<file path="src/sv/sprbt_pkg.sv">
`timescale 1ns / 1ps
`default_nettype none
package sprbt_pkg;

   localparam int CdWidth      = 22;
   localparam int TimerShift   = 11;
   localparam int TimerBits    = 32 - TimerShift;
   localparam int CycWidth     = 16;
   localparam int ReqDataWidth = 56;
   localparam int RspDataWidth = 48;

   localparam logic [15:0]        BaudReset = 16'h00DC;
   localparam logic [CdWidth-1:0] CdReset   = 22'd220;

   // request kinds
   localparam logic [1:0] OP_READ  = 2'd0;
   localparam logic [1:0] OP_WRITE = 2'd1;
   localparam logic [1:0] OP_TICK  = 2'd2;

   // access sizes
   localparam logic [1:0] SZ_BYTE = 2'd0;
   localparam logic [1:0] SZ_HALF = 2'd1;
   localparam logic [1:0] SZ_WORD = 2'd2;

   // halfword register index (offset bits 3:1)
   localparam logic [2:0] HW_DATA0   = 3'd0;
   localparam logic [2:0] HW_DATA1   = 3'd1;
   localparam logic [2:0] HW_STAT_LO = 3'd2;
   localparam logic [2:0] HW_STAT_HI = 3'd3;
   localparam logic [2:0] HW_MODE    = 3'd4;
   localparam logic [2:0] HW_CTL     = 3'd5;
   localparam logic [2:0] HW_UNUSED  = 3'd6;
   localparam logic [2:0] HW_BAUD    = 3'd7;

   // word register index (offset bits 3:2)
   localparam logic [1:0] WD_DATA    = 2'd0;
   localparam logic [1:0] WD_STAT    = 2'd1;
   localparam logic [1:0] WD_MODECTL = 2'd2;
   localparam logic [1:0] WD_BAUD    = 2'd3;

   // control and status bit positions
   localparam int CtlTxEn   = 0;
   localparam int CtlAck    = 4;
   localparam int CtlReset  = 6;
   localparam int CtlTxIrq  = 10;
   localparam int StIdleBit = 2;
   localparam int StIrqBit  = 9;

   typedef struct packed {
      logic                start;
      logic [CycWidth-1:0] dividend;
      logic [CdWidth-1:0]  divisor;
   } div_req_type;

   typedef struct packed {
      logic               done;
      logic [CdWidth-1:0] remainder;
   } div_rsp_type;

   // baud times 1, 1, 16 or 64; a zero product reloads as 1
   function automatic logic [CdWidth-1:0] reload_value(input logic [15:0] baud,
                                                       input logic [1:0]  mode);
      logic [CdWidth-1:0] r;
      case (mode)
         2'd2:    r = {2'b00, baud, 4'b0000};
         2'd3:    r = {baud, 6'b000000};
         default: r = {6'b000000, baud};
      endcase
      if (r == '0) begin
         r = 22'd1;
      end
      return r;
   endfunction

endpackage
`default_nettype wire

</file>
<file path="src/sv/sprbt_div.sv">
`timescale 1ns / 1ps
`default_nettype none
module sprbt_div (
   input  wire logic                  clock,
   input  wire logic                  reset,
   input  wire sprbt_pkg::div_req_type req,
   output sprbt_pkg::div_rsp_type     rsp
);

   logic [sprbt_pkg::CdWidth-1:0]  rem_ff, rem_in;
   logic [sprbt_pkg::CdWidth-1:0]  dsr_ff, dsr_in;
   logic [sprbt_pkg::CycWidth-1:0] dvd_ff, dvd_in;
   logic [3:0]                     cnt_ff, cnt_in;
   logic                           busy_ff, busy_in;
   logic                           done_ff, done_in;

   logic [sprbt_pkg::CdWidth:0]    trial;
   logic [sprbt_pkg::CdWidth:0]    diff;

   // one restoring step: bring down the next dividend bit
   assign trial = {rem_ff, dvd_ff[sprbt_pkg::CycWidth-1]};
   assign diff  = trial - {1'b0, dsr_ff};

   always_comb begin
      rem_in  = rem_ff;
      dsr_in  = dsr_ff;
      dvd_in  = dvd_ff;
      cnt_in  = cnt_ff;
      busy_in = busy_ff;
      done_in = 1'b0;
      if (req.start) begin
         rem_in  = '0;
         dsr_in  = req.divisor;
         dvd_in  = req.dividend;
         cnt_in  = 4'(sprbt_pkg::CycWidth - 1);
         busy_in = 1'b1;
      end else if (busy_ff) begin
         if (trial >= {1'b0, dsr_ff}) begin
            rem_in = diff[sprbt_pkg::CdWidth-1:0];
         end else begin
            rem_in = trial[sprbt_pkg::CdWidth-1:0];
         end
         dvd_in = {dvd_ff[sprbt_pkg::CycWidth-2:0], 1'b0};
         cnt_in = cnt_ff - 4'd1;
         if (cnt_ff == 4'd0) begin
            busy_in = 1'b0;
            done_in = 1'b1;
         end
      end
   end

   always_ff @(posedge clock) begin
      if (reset) begin
         busy_ff <= 1'b0;
         done_ff <= 1'b0;
      end else begin
         busy_ff <= busy_in;
         done_ff <= done_in;
      end
      rem_ff <= rem_in;
      dsr_ff <= dsr_in;
      dvd_ff <= dvd_in;
      cnt_ff <= cnt_in;
   end

   assign rsp.done      = done_ff;
   assign rsp.remainder = rem_ff;

endmodule
`default_nettype wire

</file>
<file path="src/sv/serial_port_registers_baud_timer.sv">
`timescale 1ns / 1ps
`default_nettype none
// Serial port register window (16 bytes) with a down-counting baud timer. A request is
// a read, a write or a tick of elapsed cycles; each request gives exactly one response.
// The block takes one request at a time: a register read or write or a tick shorter
// than the remaining count is executed in ST_EXEC and its response is registered onto
// rsp_tvalid; a tick that reaches zero runs the remainder by the reload value through
// a one-bit-per-cycle divider (16 steps) in ST_DIV and gives its response from ST_DONE.
// req_tready rises in the same cycle as rsp_tvalid; a response still waiting on
// rsp_tready holds the next request until it is taken. Status shows the low 21 timer
// bits from bit 11 up. csr_wr_en/csr_wr_data set console echo, which lets
// data-register writes show up as tx_valid/tx_byte in the response.
module serial_port_registers_baud_timer (
   input  wire logic                                  clock,
   input  wire logic                                  reset,
   input  wire logic                                  csr_wr_en,
   input  wire logic                                  csr_wr_data,  // console_echo
   input  wire logic                                  req_tvalid,
   output logic                                       req_tready,
   // access_size[1:0], offset[5:2], write_data[37:6], tick_cycles[53:38]
   input  wire logic [sprbt_pkg::ReqDataWidth-1:0]    req_tdata,
   input  wire logic [1:0]                            req_tuser,    // request kind
   output logic                                       rsp_tvalid,
   input  wire logic                                  rsp_tready,
   // read_data[31:0], irq_raise[32], tx_valid[33], tx_byte[41:34]
   output logic [sprbt_pkg::RspDataWidth-1:0]         rsp_tdata
);

   typedef enum logic [1:0] {ST_IDLE, ST_EXEC, ST_DIV, ST_DONE} state_type;

   state_type state_ff, state_in;

   logic                              echo_ff, echo_in;
   logic [15:0]                       mode_ff, mode_in;
   logic [15:0]                       ctl_ff, ctl_in;
   logic [15:0]                       baud_ff, baud_in;
   logic                              ready_ff, ready_in;
   logic                              idle_ff, idle_in;
   logic                              irq_ff, irq_in;
   logic [sprbt_pkg::CdWidth-1:0]     cd_ff, cd_in;
   logic                              rsp_valid_ff, rsp_valid_in;
   logic [sprbt_pkg::RspDataWidth-1:0] rsp_data_ff, rsp_data_in;

   logic [1:0]                        op_ff, op_in;
   logic [1:0]                        size_ff, size_in;
   logic [3:0]                        off_ff, off_in;
   logic [31:0]                       wdata_ff, wdata_in;
   logic [sprbt_pkg::CycWidth-1:0]    cyc_ff, cyc_in;

   // results of executing the held request against the current registers
   logic [15:0]                       ex_mode, ex_ctl, ex_baud;
   logic                              ex_ready, ex_idle, ex_irq;
   logic [sprbt_pkg::CdWidth-1:0]     ex_cd;
   logic [31:0]                       ex_rd;
   logic                              ex_irq_raise, ex_txv;
   logic [7:0]                        ex_txb;

   logic [31:0]                       status_w;
   logic [sprbt_pkg::CdWidth-1:0]     reload_cur;
   logic                              long_tick;
   logic                              slot_free;

   sprbt_pkg::div_req_type            div_req;
   sprbt_pkg::div_rsp_type            div_rsp;

   sprbt_div u_div (
      .clock (clock),
      .reset (reset),
      .req   (div_req),
      .rsp   (div_rsp)
   );

   assign status_w = (32'(cd_ff[sprbt_pkg::TimerBits-1:0]) << sprbt_pkg::TimerShift)
                   | (32'(irq_ff) << sprbt_pkg::StIrqBit)
                   | (32'(idle_ff) << sprbt_pkg::StIdleBit)
                   | 32'(ready_ff);

   assign reload_cur = sprbt_pkg::reload_value(baud_ff, mode_ff[1:0]);
   assign long_tick  = (op_ff == sprbt_pkg::OP_TICK)
                     && ({6'b000000, cyc_ff} >= cd_ff);
   assign slot_free  = !rsp_valid_ff || rsp_tready;

   always_comb begin
      logic [15:0] hw_rd;
      logic [31:0] wd_rd;
      logic [15:0] merged;
      logic [15:0] hval;
      logic        do_send, do_mode, do_ctl, do_baud;
      logic [7:0]  send_b;
      logic [15:0] mode_v, ctl_v, baud_v, ctl_m;

      unique case (off_ff[3:1]) inside
         sprbt_pkg::HW_DATA0, sprbt_pkg::HW_DATA1: hw_rd = 16'hFFFF;
         sprbt_pkg::HW_STAT_LO: hw_rd = status_w[15:0];
         sprbt_pkg::HW_STAT_HI: hw_rd = status_w[31:16];
         sprbt_pkg::HW_MODE:    hw_rd = mode_ff;
         sprbt_pkg::HW_CTL:     hw_rd = ctl_ff;
         sprbt_pkg::HW_BAUD:    hw_rd = baud_ff;
         default:               hw_rd = 16'h0000;
      endcase

      unique case (off_ff[3:2])
         sprbt_pkg::WD_DATA:    wd_rd = 32'hFFFF_FFFF;
         sprbt_pkg::WD_STAT:    wd_rd = status_w;
         sprbt_pkg::WD_MODECTL: wd_rd = {ctl_ff, mode_ff};
         default:               wd_rd = {baud_ff, 16'h0000};
      endcase

      // a byte write outside the low data halfword goes in as a read-merge-write of its halfword
      merged = off_ff[0] ? {wdata_ff[7:0], hw_rd[7:0]} : {hw_rd[15:8], wdata_ff[7:0]};
      if (size_ff == sprbt_pkg::SZ_HALF) begin
         hval = wdata_ff[15:0];
      end else if (off_ff[3:1] == sprbt_pkg::HW_DATA0) begin
         hval = {8'h00, wdata_ff[7:0]};
      end else begin
         hval = merged;
      end

      do_send = 1'b0;
      do_mode = 1'b0;
      do_ctl  = 1'b0;
      do_baud = 1'b0;
      send_b  = 8'h00;
      mode_v  = 16'h0000;
      ctl_v   = 16'h0000;
      baud_v  = 16'h0000;
      if (op_ff == sprbt_pkg::OP_WRITE) begin
         if (size_ff == sprbt_pkg::SZ_BYTE || size_ff == sprbt_pkg::SZ_HALF) begin
            case (off_ff[3:1]) inside
               sprbt_pkg::HW_DATA0, sprbt_pkg::HW_DATA1: begin
                  do_send = 1'b1;
                  send_b  = hval[7:0];
               end
               sprbt_pkg::HW_MODE: begin
                  do_mode = 1'b1;
                  mode_v  = hval;
               end
               sprbt_pkg::HW_CTL: begin
                  do_ctl = 1'b1;
                  ctl_v  = hval;
               end
               sprbt_pkg::HW_BAUD: begin
                  do_baud = 1'b1;
                  baud_v  = hval;
               end
               default: ;
            endcase
         end else if (size_ff == sprbt_pkg::SZ_WORD) begin
            case (off_ff[3:2])
               sprbt_pkg::WD_DATA: begin
                  do_send = 1'b1;
                  send_b  = wdata_ff[7:0];
               end
               sprbt_pkg::WD_MODECTL: begin
                  do_mode = 1'b1;
                  mode_v  = wdata_ff[15:0];
                  do_ctl  = 1'b1;
                  ctl_v   = wdata_ff[31:16];
               end
               sprbt_pkg::WD_BAUD: begin
                  do_baud = 1'b1;
                  baud_v  = wdata_ff[31:16];
               end
               default: ;
            endcase
         end
      end

      ex_mode      = mode_ff;
      ex_ctl       = ctl_ff;
      ex_baud      = baud_ff;
      ex_ready     = ready_ff;
      ex_idle      = idle_ff;
      ex_irq       = irq_ff;
      ex_cd        = cd_ff;
      ex_irq_raise = 1'b0;
      ex_txv       = 1'b0;
      ex_txb       = 8'h00;
      ex_rd        = 32'h0000_0000;

      if (op_ff == sprbt_pkg::OP_READ) begin
         case (size_ff)
            sprbt_pkg::SZ_BYTE: ex_rd = {24'h000000, off_ff[0] ? hw_rd[15:8] : hw_rd[7:0]};
            sprbt_pkg::SZ_HALF: ex_rd = {16'h0000, hw_rd};
            sprbt_pkg::SZ_WORD: ex_rd = wd_rd;
            default:            ex_rd = 32'h0000_0000;
         endcase
      end

      if (op_ff == sprbt_pkg::OP_TICK && !long_tick) begin
         ex_cd = cd_ff - {6'b000000, cyc_ff};
      end

      if (do_mode) begin
         ex_mode = mode_v;
      end

      if (do_send && ctl_ff[sprbt_pkg::CtlTxEn]) begin
         if (echo_ff) begin
            ex_txv = 1'b1;
            ex_txb = send_b;
         end
         ex_ready = 1'b1;
         ex_idle  = 1'b1;
         if (ctl_ff[sprbt_pkg::CtlTxIrq] && !irq_ff) begin
            ex_irq       = 1'b1;
            ex_irq_raise = 1'b1;
         end
      end

      ctl_m = ctl_v;
      ctl_m[sprbt_pkg::CtlAck]   = 1'b0;
      ctl_m[sprbt_pkg::CtlReset] = 1'b0;
      if (do_ctl) begin
         if (ctl_v[sprbt_pkg::CtlReset]) begin
            // soft reset drops the rest of the control value
            ex_mode  = 16'h0000;
            ex_ctl   = 16'h0000;
            ex_baud  = sprbt_pkg::BaudReset;
            ex_ready = 1'b1;
            ex_idle  = 1'b1;
            ex_irq   = 1'b0;
            ex_cd    = sprbt_pkg::CdReset;
         end else begin
            if (ctl_v[sprbt_pkg::CtlAck]) begin
               ex_irq = 1'b0;
            end
            ex_ctl = ctl_m;
            if (ctl_m[sprbt_pkg::CtlTxIrq] && ctl_m[sprbt_pkg::CtlTxEn] && idle_ff
                && !ex_irq) begin
               ex_irq       = 1'b1;
               ex_irq_raise = 1'b1;
            end
         end
      end

      if (do_baud) begin
         ex_baud = baud_v;
         ex_cd   = sprbt_pkg::reload_value(baud_v, ex_mode[1:0]);
      end
   end

   always_comb begin
      state_in     = state_ff;
      echo_in      = csr_wr_en ? csr_wr_data : echo_ff;
      mode_in      = mode_ff;
      ctl_in       = ctl_ff;
      baud_in      = baud_ff;
      ready_in     = ready_ff;
      idle_in      = idle_ff;
      irq_in       = irq_ff;
      cd_in        = cd_ff;
      rsp_valid_in = rsp_valid_ff && !rsp_tready;
      rsp_data_in  = rsp_data_ff;
      op_in        = op_ff;
      size_in      = size_ff;
      off_in       = off_ff;
      wdata_in     = wdata_ff;
      cyc_in       = cyc_ff;

      div_req.start    = 1'b0;
      div_req.dividend = cyc_ff - cd_ff[sprbt_pkg::CycWidth-1:0];
      div_req.divisor  = reload_cur;

      unique case (state_ff)
         ST_IDLE: begin
            if (req_tvalid) begin
               op_in    = req_tuser;
               size_in  = req_tdata[1:0];
               off_in   = req_tdata[5:2];
               wdata_in = req_tdata[37:6];
               cyc_in   = req_tdata[53:38];
               state_in = ST_EXEC;
            end
         end
         ST_EXEC: begin
            if (long_tick) begin
               div_req.start = 1'b1;
               state_in      = ST_DIV;
            end else if (slot_free) begin
               mode_in      = ex_mode;
               ctl_in       = ex_ctl;
               baud_in      = ex_baud;
               ready_in     = ex_ready;
               idle_in      = ex_idle;
               irq_in       = ex_irq;
               cd_in        = ex_cd;
               rsp_valid_in = 1'b1;
               rsp_data_in  = {6'b000000, ex_txb, ex_txv, ex_irq_raise, ex_rd};
               state_in     = ST_IDLE;
            end
         end
         ST_DIV: begin
            if (div_rsp.done) begin
               state_in = ST_DONE;
            end
         end
         ST_DONE: begin
            if (slot_free) begin
               // timer wraps: reload minus what is left over past the last reload
               cd_in        = reload_cur - div_rsp.remainder;
               rsp_valid_in = 1'b1;
               rsp_data_in  = '0;
               state_in     = ST_IDLE;
            end
         end
         default: state_in = ST_IDLE;
      endcase
   end

   always_ff @(posedge clock) begin
      if (reset) begin
         state_ff     <= ST_IDLE;
         echo_ff      <= 1'b0;
         mode_ff      <= 16'h0000;
         ctl_ff       <= 16'h0000;
         baud_ff      <= sprbt_pkg::BaudReset;
         ready_ff     <= 1'b1;
         idle_ff      <= 1'b1;
         irq_ff       <= 1'b0;
         cd_ff        <= sprbt_pkg::CdReset;
         rsp_valid_ff <= 1'b0;
      end else begin
         state_ff     <= state_in;
         echo_ff      <= echo_in;
         mode_ff      <= mode_in;
         ctl_ff       <= ctl_in;
         baud_ff      <= baud_in;
         ready_ff     <= ready_in;
         idle_ff      <= idle_in;
         irq_ff       <= irq_in;
         cd_ff        <= cd_in;
         rsp_valid_ff <= rsp_valid_in;
      end
      rsp_data_ff <= rsp_data_in;
      op_ff       <= op_in;
      size_ff     <= size_in;
      off_ff      <= off_in;
      wdata_ff    <= wdata_in;
      cyc_ff      <= cyc_in;
   end

   assign req_tready = (state_ff == ST_IDLE);
   assign rsp_tvalid = rsp_valid_ff;
   assign rsp_tdata  = rsp_data_ff;

endmodule
`default_nettype wire

</file>
<file path="config.mk">
export PLATFORM = sky130hd
export DESIGN_NAME = serial_port_registers_baud_timer
export DESIGN_NICKNAME = d
export VERILOG_FILES = /design/src/sv/sprbt_pkg.sv /design/src/sv/sprbt_div.sv /design/src/sv/serial_port_registers_baud_timer.sv
export SDC_FILE = /design/constraint.sdc
export NUM_CORES = 1
export LEC_CHECK = 0
export BUFFER_PORTS_ARGS = -buffer_cell sky130_fd_sc_hd__buf_2
export CAP_MARGIN = 0
export CORE_UTILIZATION = 35
export DETAILED_ROUTE_END_ITERATION = 6
export PLACE_DENSITY_LB_ADDON = 0.1
export SLEW_MARGIN = 20
export SYNTH_ARGS = -nofsm -noshare
export SYNTH_HDL_FRONTEND = slang
export SYNTH_SLANG_ARGS = --single-unit
</file>
<file path="constraint.sdc">
create_clock -name clock -period 9.1 [get_ports clock]
set_input_delay 1.82 -clock clock [delete_from_list [all_inputs] [get_ports clock]]
set_output_delay 1.82 -clock clock [all_outputs]
set_load 0.01 [all_outputs]
</file>
After elaboration in Yosys (flattened, before gate mapping) --
Index checks and enable logic that the tools add are counted.
Word-level totals: bits in registers 247, input port bits 64
Cells by class: reduce and logical (&&, ||, !) cells 35, equality and inequality tests 25, order comparisons 2, multiplexer cells 122, bitwise gates (word level) 5, add/subtract/negate cells 5
Operators by type and width (number):
- 2-to-1 mux 16 bit | 33
- 2-to-1 mux 22 bit | 11
- case mux 32 bit (3 select lines) | 2
- 2-to-1 mux 48 bit | 3
- case mux 22 bit (2 select lines) | 3
- case mux 16 bit (6 select lines) | 1
- case mux 48 bit (2 select lines) | 1
- 2-to-1 mux 8 bit | 8
- 2-to-1 mux 1 bit | 53
- logical NOT 22 bit | 2
- subtractor 22 bit | 2
- 2-to-1 mux 32 bit | 1
- OR 32 x 1 -> 32 bit | 1
- OR 32 x 10 -> 32 bit | 1
- OR 32 x 3 -> 32 bit | 1
- >= comparator 23 x 22 -> 1 bit | 1
- >= comparator 16 x 22 -> 1 bit | 1
- subtractor 22 x 16 -> 22 bit | 1
- equality test 2 bit, second input constant | 10
- subtractor 16 bit | 1
- equality test 3 bit, second input constant | 3
- equality test 2 x 1 -> 1 bit, second input constant | 4
- logical AND 1 bit | 8
- logical NOT 2 bit | 4
- other kinds (20) | 38

Logic depth before layout (Yosys ltp) --
word-level depth 23, depth in mapped cells 20, depth with buffers taken out 17

Cells and area by module --
A second synthesis with hierarchy kept.
Unflattened totals: cell total of the unflattened synthesis 1866, area, all modules 16358.2 um^2
Modules (own cells, without submodules):
- serial_port_registers_baud_timer | seq. area each 4444.3 um^2, cells each 1492, area an instance 12572.1 um^2, instances 1
- sprbt_div | seq. area each 1701.6 um^2, cells each 374, area an instance 3786.1 um^2, instances 1

Worst setup path before layout --
Ideal clock, no wire load.
path kind register to register, start reg mode_ff[0], end reg cd_ff[20] (netlist bit), path slack 4222 ps, arrival time 4756 ps, buffers on the path 2, period minus slack after synthesis 4878 ps, cell stages (with the launch flop) 19, data required time 8978 ps, cell sequence dfxtp_1 > clkbuf_1 > buf_1 > mux2i_1 > a21oi_1 > or4_1 > o41a_1 > ha_1 > fa_1 > nand2b_1 > a21boi_0 > o21ai_0 > a211oi_1 > o311ai_0 > o21ai_0 > a211oi_1 > o21bai_1 > mux2i_1 > nor3_1
RTL lines:
- start, declared | line serial_port_registers_baud_timer.sv:34 | logic [15:0] mode_ff, mode_in;
- start signal, assigned | line serial_port_registers_baud_timer.sv:326 | mode_ff <= mode_in;
- end signal, assigned | line serial_port_registers_baud_timer.sv:321 | cd_ff <= sprbt_pkg::CdReset;
- end signal, assigned | line serial_port_registers_baud_timer.sv:332 | cd_ff <= cd_in;
- end, declared | line serial_port_registers_baud_timer.sv:40 | logic [sprbt_pkg::CdWidth-1:0] cd_ff, cd_in;

==> impl_summary.txt <==
----------------------------------------------------
[Finish]
  Area of the multi-input gates ... 8970 sq um
  Post-synthesis to final-layout area growth ... 11.6%
  Inserted Diodes ... 0
  Fraction of final layout cells with drive strength greater than 1 ... 10.9%
  Layout fillers ... 4,695
  Final layout net count ... 2,076
  Seq. cell area ... between 6000 and 7000 sq um

[Detailed routing]
  DRC viols ... 0
  Average wire length per cell after detail routing ... between 20 and 25 microns
  Number of vias after detailed routing ... 14,600
  Detailed-route wire length ... 59,100 microns
  Via density ... about 5.7
  Number of routed nets with antenna violations ... 0
  Starting DRT DRC Count ... around 1,300
  TritonRoute pass-1 iters ... 6

[Setup path]
  Critical path type ... flip-flop to flip-flop
  Required time of the critical path ... 9.55 ns
  Critical path launch point ... mode_ff[0]
  Critical path data arrival time ... 6.22 ns
  Worst Setup Start Kind ... flip-flop
  Termination of the worst setup path ... cd_ff[20]
  Worst R2R Start ... mode_ff[0]
  Highest fanout seen on the critical path ... 20
  R2r worst-path depth ... 16
  Element type at the critical path end ... flip-flop
  Worst-case register-to-register setup slack ... 3.33 ns
  End of the worst register-to-register path ... cd_ff[20]

[STA]
  Max-slew headroom at the worst pin ... 20.6%
  Post-route setup slack ... 3.33 ns
  Final min period ... just under 6 ns
  Unrepaired setup endpoints after global routing ... false
  Worst Max-Slew Pin Slew ... 1.19 ns
  Fin. Hold Viols ... 0
  Final-report setup violation count ... 0
  Post-Route Hold Slack ... 0.451 ns
  Number of pins with negative max-slew slack in the final report ... 0
  Final period util ... 63.4%
  Maximum clock rate ... between 150 and 200 MHz
  Worst setup skew after layout ... around 0.030 ns
  Post-Route Setup TNS ... 0 ns

[Clocking]
  Total number of clock tree sinks ... 239
  Clock tree root driver cell ... sky130_fd_sc_hd__clkbuf_16
  Number of setup buffers added after CTS ... 0
  Number of H-tree levels ... 1
  TritonCTS clock tree ... built
  Resize count post-CTS ... 0
  Clock-pin slew of the registers on the worst-case setup and hold paths ... 0.06 ns
  Post-CTS Hold Fix Bufs ... 0
  Insertion delay of the later-clocked pin in the worst-skew pair ... approximately 0.59 ns
  Maximum number of buffers from clock root to sink ... 3
  Cts bufs inserted ... 30

[Floorplan]
  Y dimension of the die ... 217 microns
  Horizontal die dimension ... around 220 microns
  Number of ports placed on the die boundary ... ~110
  Starting utilization of the core area ... 35.5%
  Cell row count ... between 70 and 80
  Core Region ... 45,500 sq um
  Area of the die ... 47,000 sq um

[Hold path]
  Kind of path behind the tightest hold check ... flip-flop to flip-flop

[GRT]
  Largest net degree at the start of global routing ... 67
  Antenna violations before repair ... 0
  Global-route wire length before repair ... 88,500 microns
  Via count of the first global-routing pass ... ~14,000
  Total congestion overflow after global routing ... 0
  GR Util All Layers ... 24.8%

[Synthesis]
  Top post-synthesis cells by area ... sky130_fd_sc_hd__edfxtp_1 25%, sky130_fd_sc_hd__dfxtp_1 13%, sky130_fd_sc_hd__a21oi_1 6.1%
  Fraction of post-synthesis cell area in the top cell type by area ... 25.3%
  Register bit count reported by yosys ... 239
  Yosys warnings ... 0
  Leading area contributor after synthesis ... sky130_fd_sc_hd__edfxtp_1
  Mean post-synth cell area ... 8.54 sq um
  Share of synthesized area occupied by flip-flops and latches ... 38.1%
  Number of enable-type register cells in the synthesized netlist ... 136
  Most frequent cell after synthesis ... sky130_fd_sc_hd__a21oi_1
  Synth Instances ... 1,891
  Most common library cells after synthesis ... 196 x sky130_fd_sc_hd__a21oi_1, 188 x sky130_fd_sc_hd__nor2_1, 150 x sky130_fd_sc_hd__nand2_1
  Most used flip-flop cell after synthesis ... sky130_fd_sc_hd__edfxtp_1
  Asr flop ratio synth ... 0%
  Unique masters post-synth ... 90
  Cell area after technology mapping ... 16,200 sq um

[Pwr]
  Power density normalized to cell area ... approximately 210 nW/um^2
  Static Leakage ... 7.18 nW
  Worst IR Drop VDD ... approximately 0.14 mV

[Placed design]
  Count of input and output buffers ... 105
  Detailed placer's ending HPWL ... 44,300 microns
  RD Place Congestion ... 0.934
  Setup Slack @ Placement ... 3.45 ns

[Status]
  Outcome ... finished, final reports clean

[Flow run]
  Maxcap violations ... 0

----------------------------------------------------
-- state kept, by name, summed over array words and instances, names as in the netlist, 2 cells and up --
signal        cells
rsp_tdata        42
wdata_ff         32
cd_ff            22
u_div.dsr_ff     22
u_div.rem_ff     22
baud_ff          16
cyc_ff           16
mode_ff          16
u_div.dvd_ff     16
ctl_ff           14
off_ff            4
u_div.cnt_ff      4
op_ff             2
size_ff           2
state_ff          2
-- worst min-delay path by stage --
| stage | cells past startpoint | slack (ns) | end | startpoint |
|---|---|---|---|---|
| final | 2 | 0.45 | ctl_ff[13] | ctl_ff[13] |
| after global routing | 2 | 0.47 | ctl_ff[13] | ctl_ff[13] |
| after CTS | 2 | 0.45 | ctl_ff[13] | ctl_ff[13] |
| after detailed placement | 2 | 0.44 | ctl_ff[13] | ctl_ff[13] |
| after global placement | 2 | 0.44 | ctl_ff[11] | ctl_ff[11] |
| after floorplan | 2 | 0.43 | ctl_ff[11] | ctl_ff[11] |
-- power breakdown --
part           switching, mW  leakage [nW]  internal, mW  total, mW
clock                  0.492         0.473         0.717       1.21
sequential            0.0907          2.12          1.25       1.34
combinational          0.808          4.59         0.461       1.27
-- layout by cell type (no fill, tap or decap), types with 36 or more instances in the layout --
cell,n
sky130_fd_sc_hd__buf_2,105
sky130_fd_sc_hd__a21oi_1,196
sky130_fd_sc_hd__ha_1,75
sky130_fd_sc_hd__o21ai_0,125
sky130_fd_sc_hd__a21o_1,37
sky130_fd_sc_hd__nor3_1,37
sky130_fd_sc_hd__inv_1,127
sky130_fd_sc_hd__nor2_1,188
sky130_fd_sc_hd__edfxtp_1,136
sky130_fd_sc_hd__nand3_1,37
sky130_fd_sc_hd__nand2_1,150
sky130_fd_sc_hd__nand2b_1,36
sky130_fd_sc_hd__mux2i_1,47
sky130_fd_sc_hd__dfxtp_1,103
-- worst max-delay path: stages, from the launching register on --
cell and delay (ns):
sky130_fd_sc_hd__dfxtp_1 1.06, sky130_fd_sc_hd__inv_1 0.27, sky130_fd_sc_hd__a31o_2 0.36, sky130_fd_sc_hd__or4bb_1 0.48, sky130_fd_sc_hd__o41a_1 0.46, sky130_fd_sc_hd__ha_1 0.27
sky130_fd_sc_hd__fa_1 0.39, sky130_fd_sc_hd__nand2b_1 0.15, sky130_fd_sc_hd__a21boi_0 0.24, sky130_fd_sc_hd__o21ai_0 0.19, sky130_fd_sc_hd__a211oi_1 0.42, sky130_fd_sc_hd__o311ai_0 0.26
sky130_fd_sc_hd__o21ai_0 0.42, sky130_fd_sc_hd__a211oi_1 0.18, sky130_fd_sc_hd__o21bai_1 0.19, sky130_fd_sc_hd__mux2i_1 0.21, sky130_fd_sc_hd__nor3_1 0.06
-- routing by layer --
metal  up-vias  global-route usage [%]  share of wire [%]
met5         -                       0                  0
li1       6986                       -                  -
met2       532                    39.9                 45
met1      7040                    35.1                 46
met4         0                    6.46                2.7
met3        83                    2.91                5.8
-- logic make-up (layout without fill, tap and decap cells) --
| group | count (synthesis) | after routing | share of synthesized area, % |
|---|---|---|---|
| and+or+nand+nor | 580 | 580 | 17.2 |
| buffers and inverters | 249 | 310 | 6.58 |
| AOI/OAI and AO/OA | 632 | 632 | 25.2 |
| adders and majority gates | 79 | 79 | 6.31 |
| xor gates and xnor gates | 54 | 54 | 2.93 |
| DFF | 239 | 239 | 38.1 |
| muxes | 57 | 57 | 3.68 |
| other | 1 | 6 | 0.0232 |
-- stage by stage --
stage	std cells	area, sq um	power (mW)	utilization (%)
CTS	2557	18000	3.84	39.6
finish	2557	18000	3.82	39.6
global route	2557	18000	4.05	39.6
floorplan	1896	16200	2.24	-
global placement	2501	17000	2.60	37.4
detailed placement	2501	17000	2.61	37.4
-- cell type report --
class,instances,share of cell area [%]
sequential,239,34.1
inverter,128,2.67
tap,600,4.17
clock inverter,16,0.965
clock buffer,40,4.55
multi-input combinational,1408,49.8
timing repair buffer,126,3.79
Note: power is estimated with default switching activity, not from simulation.
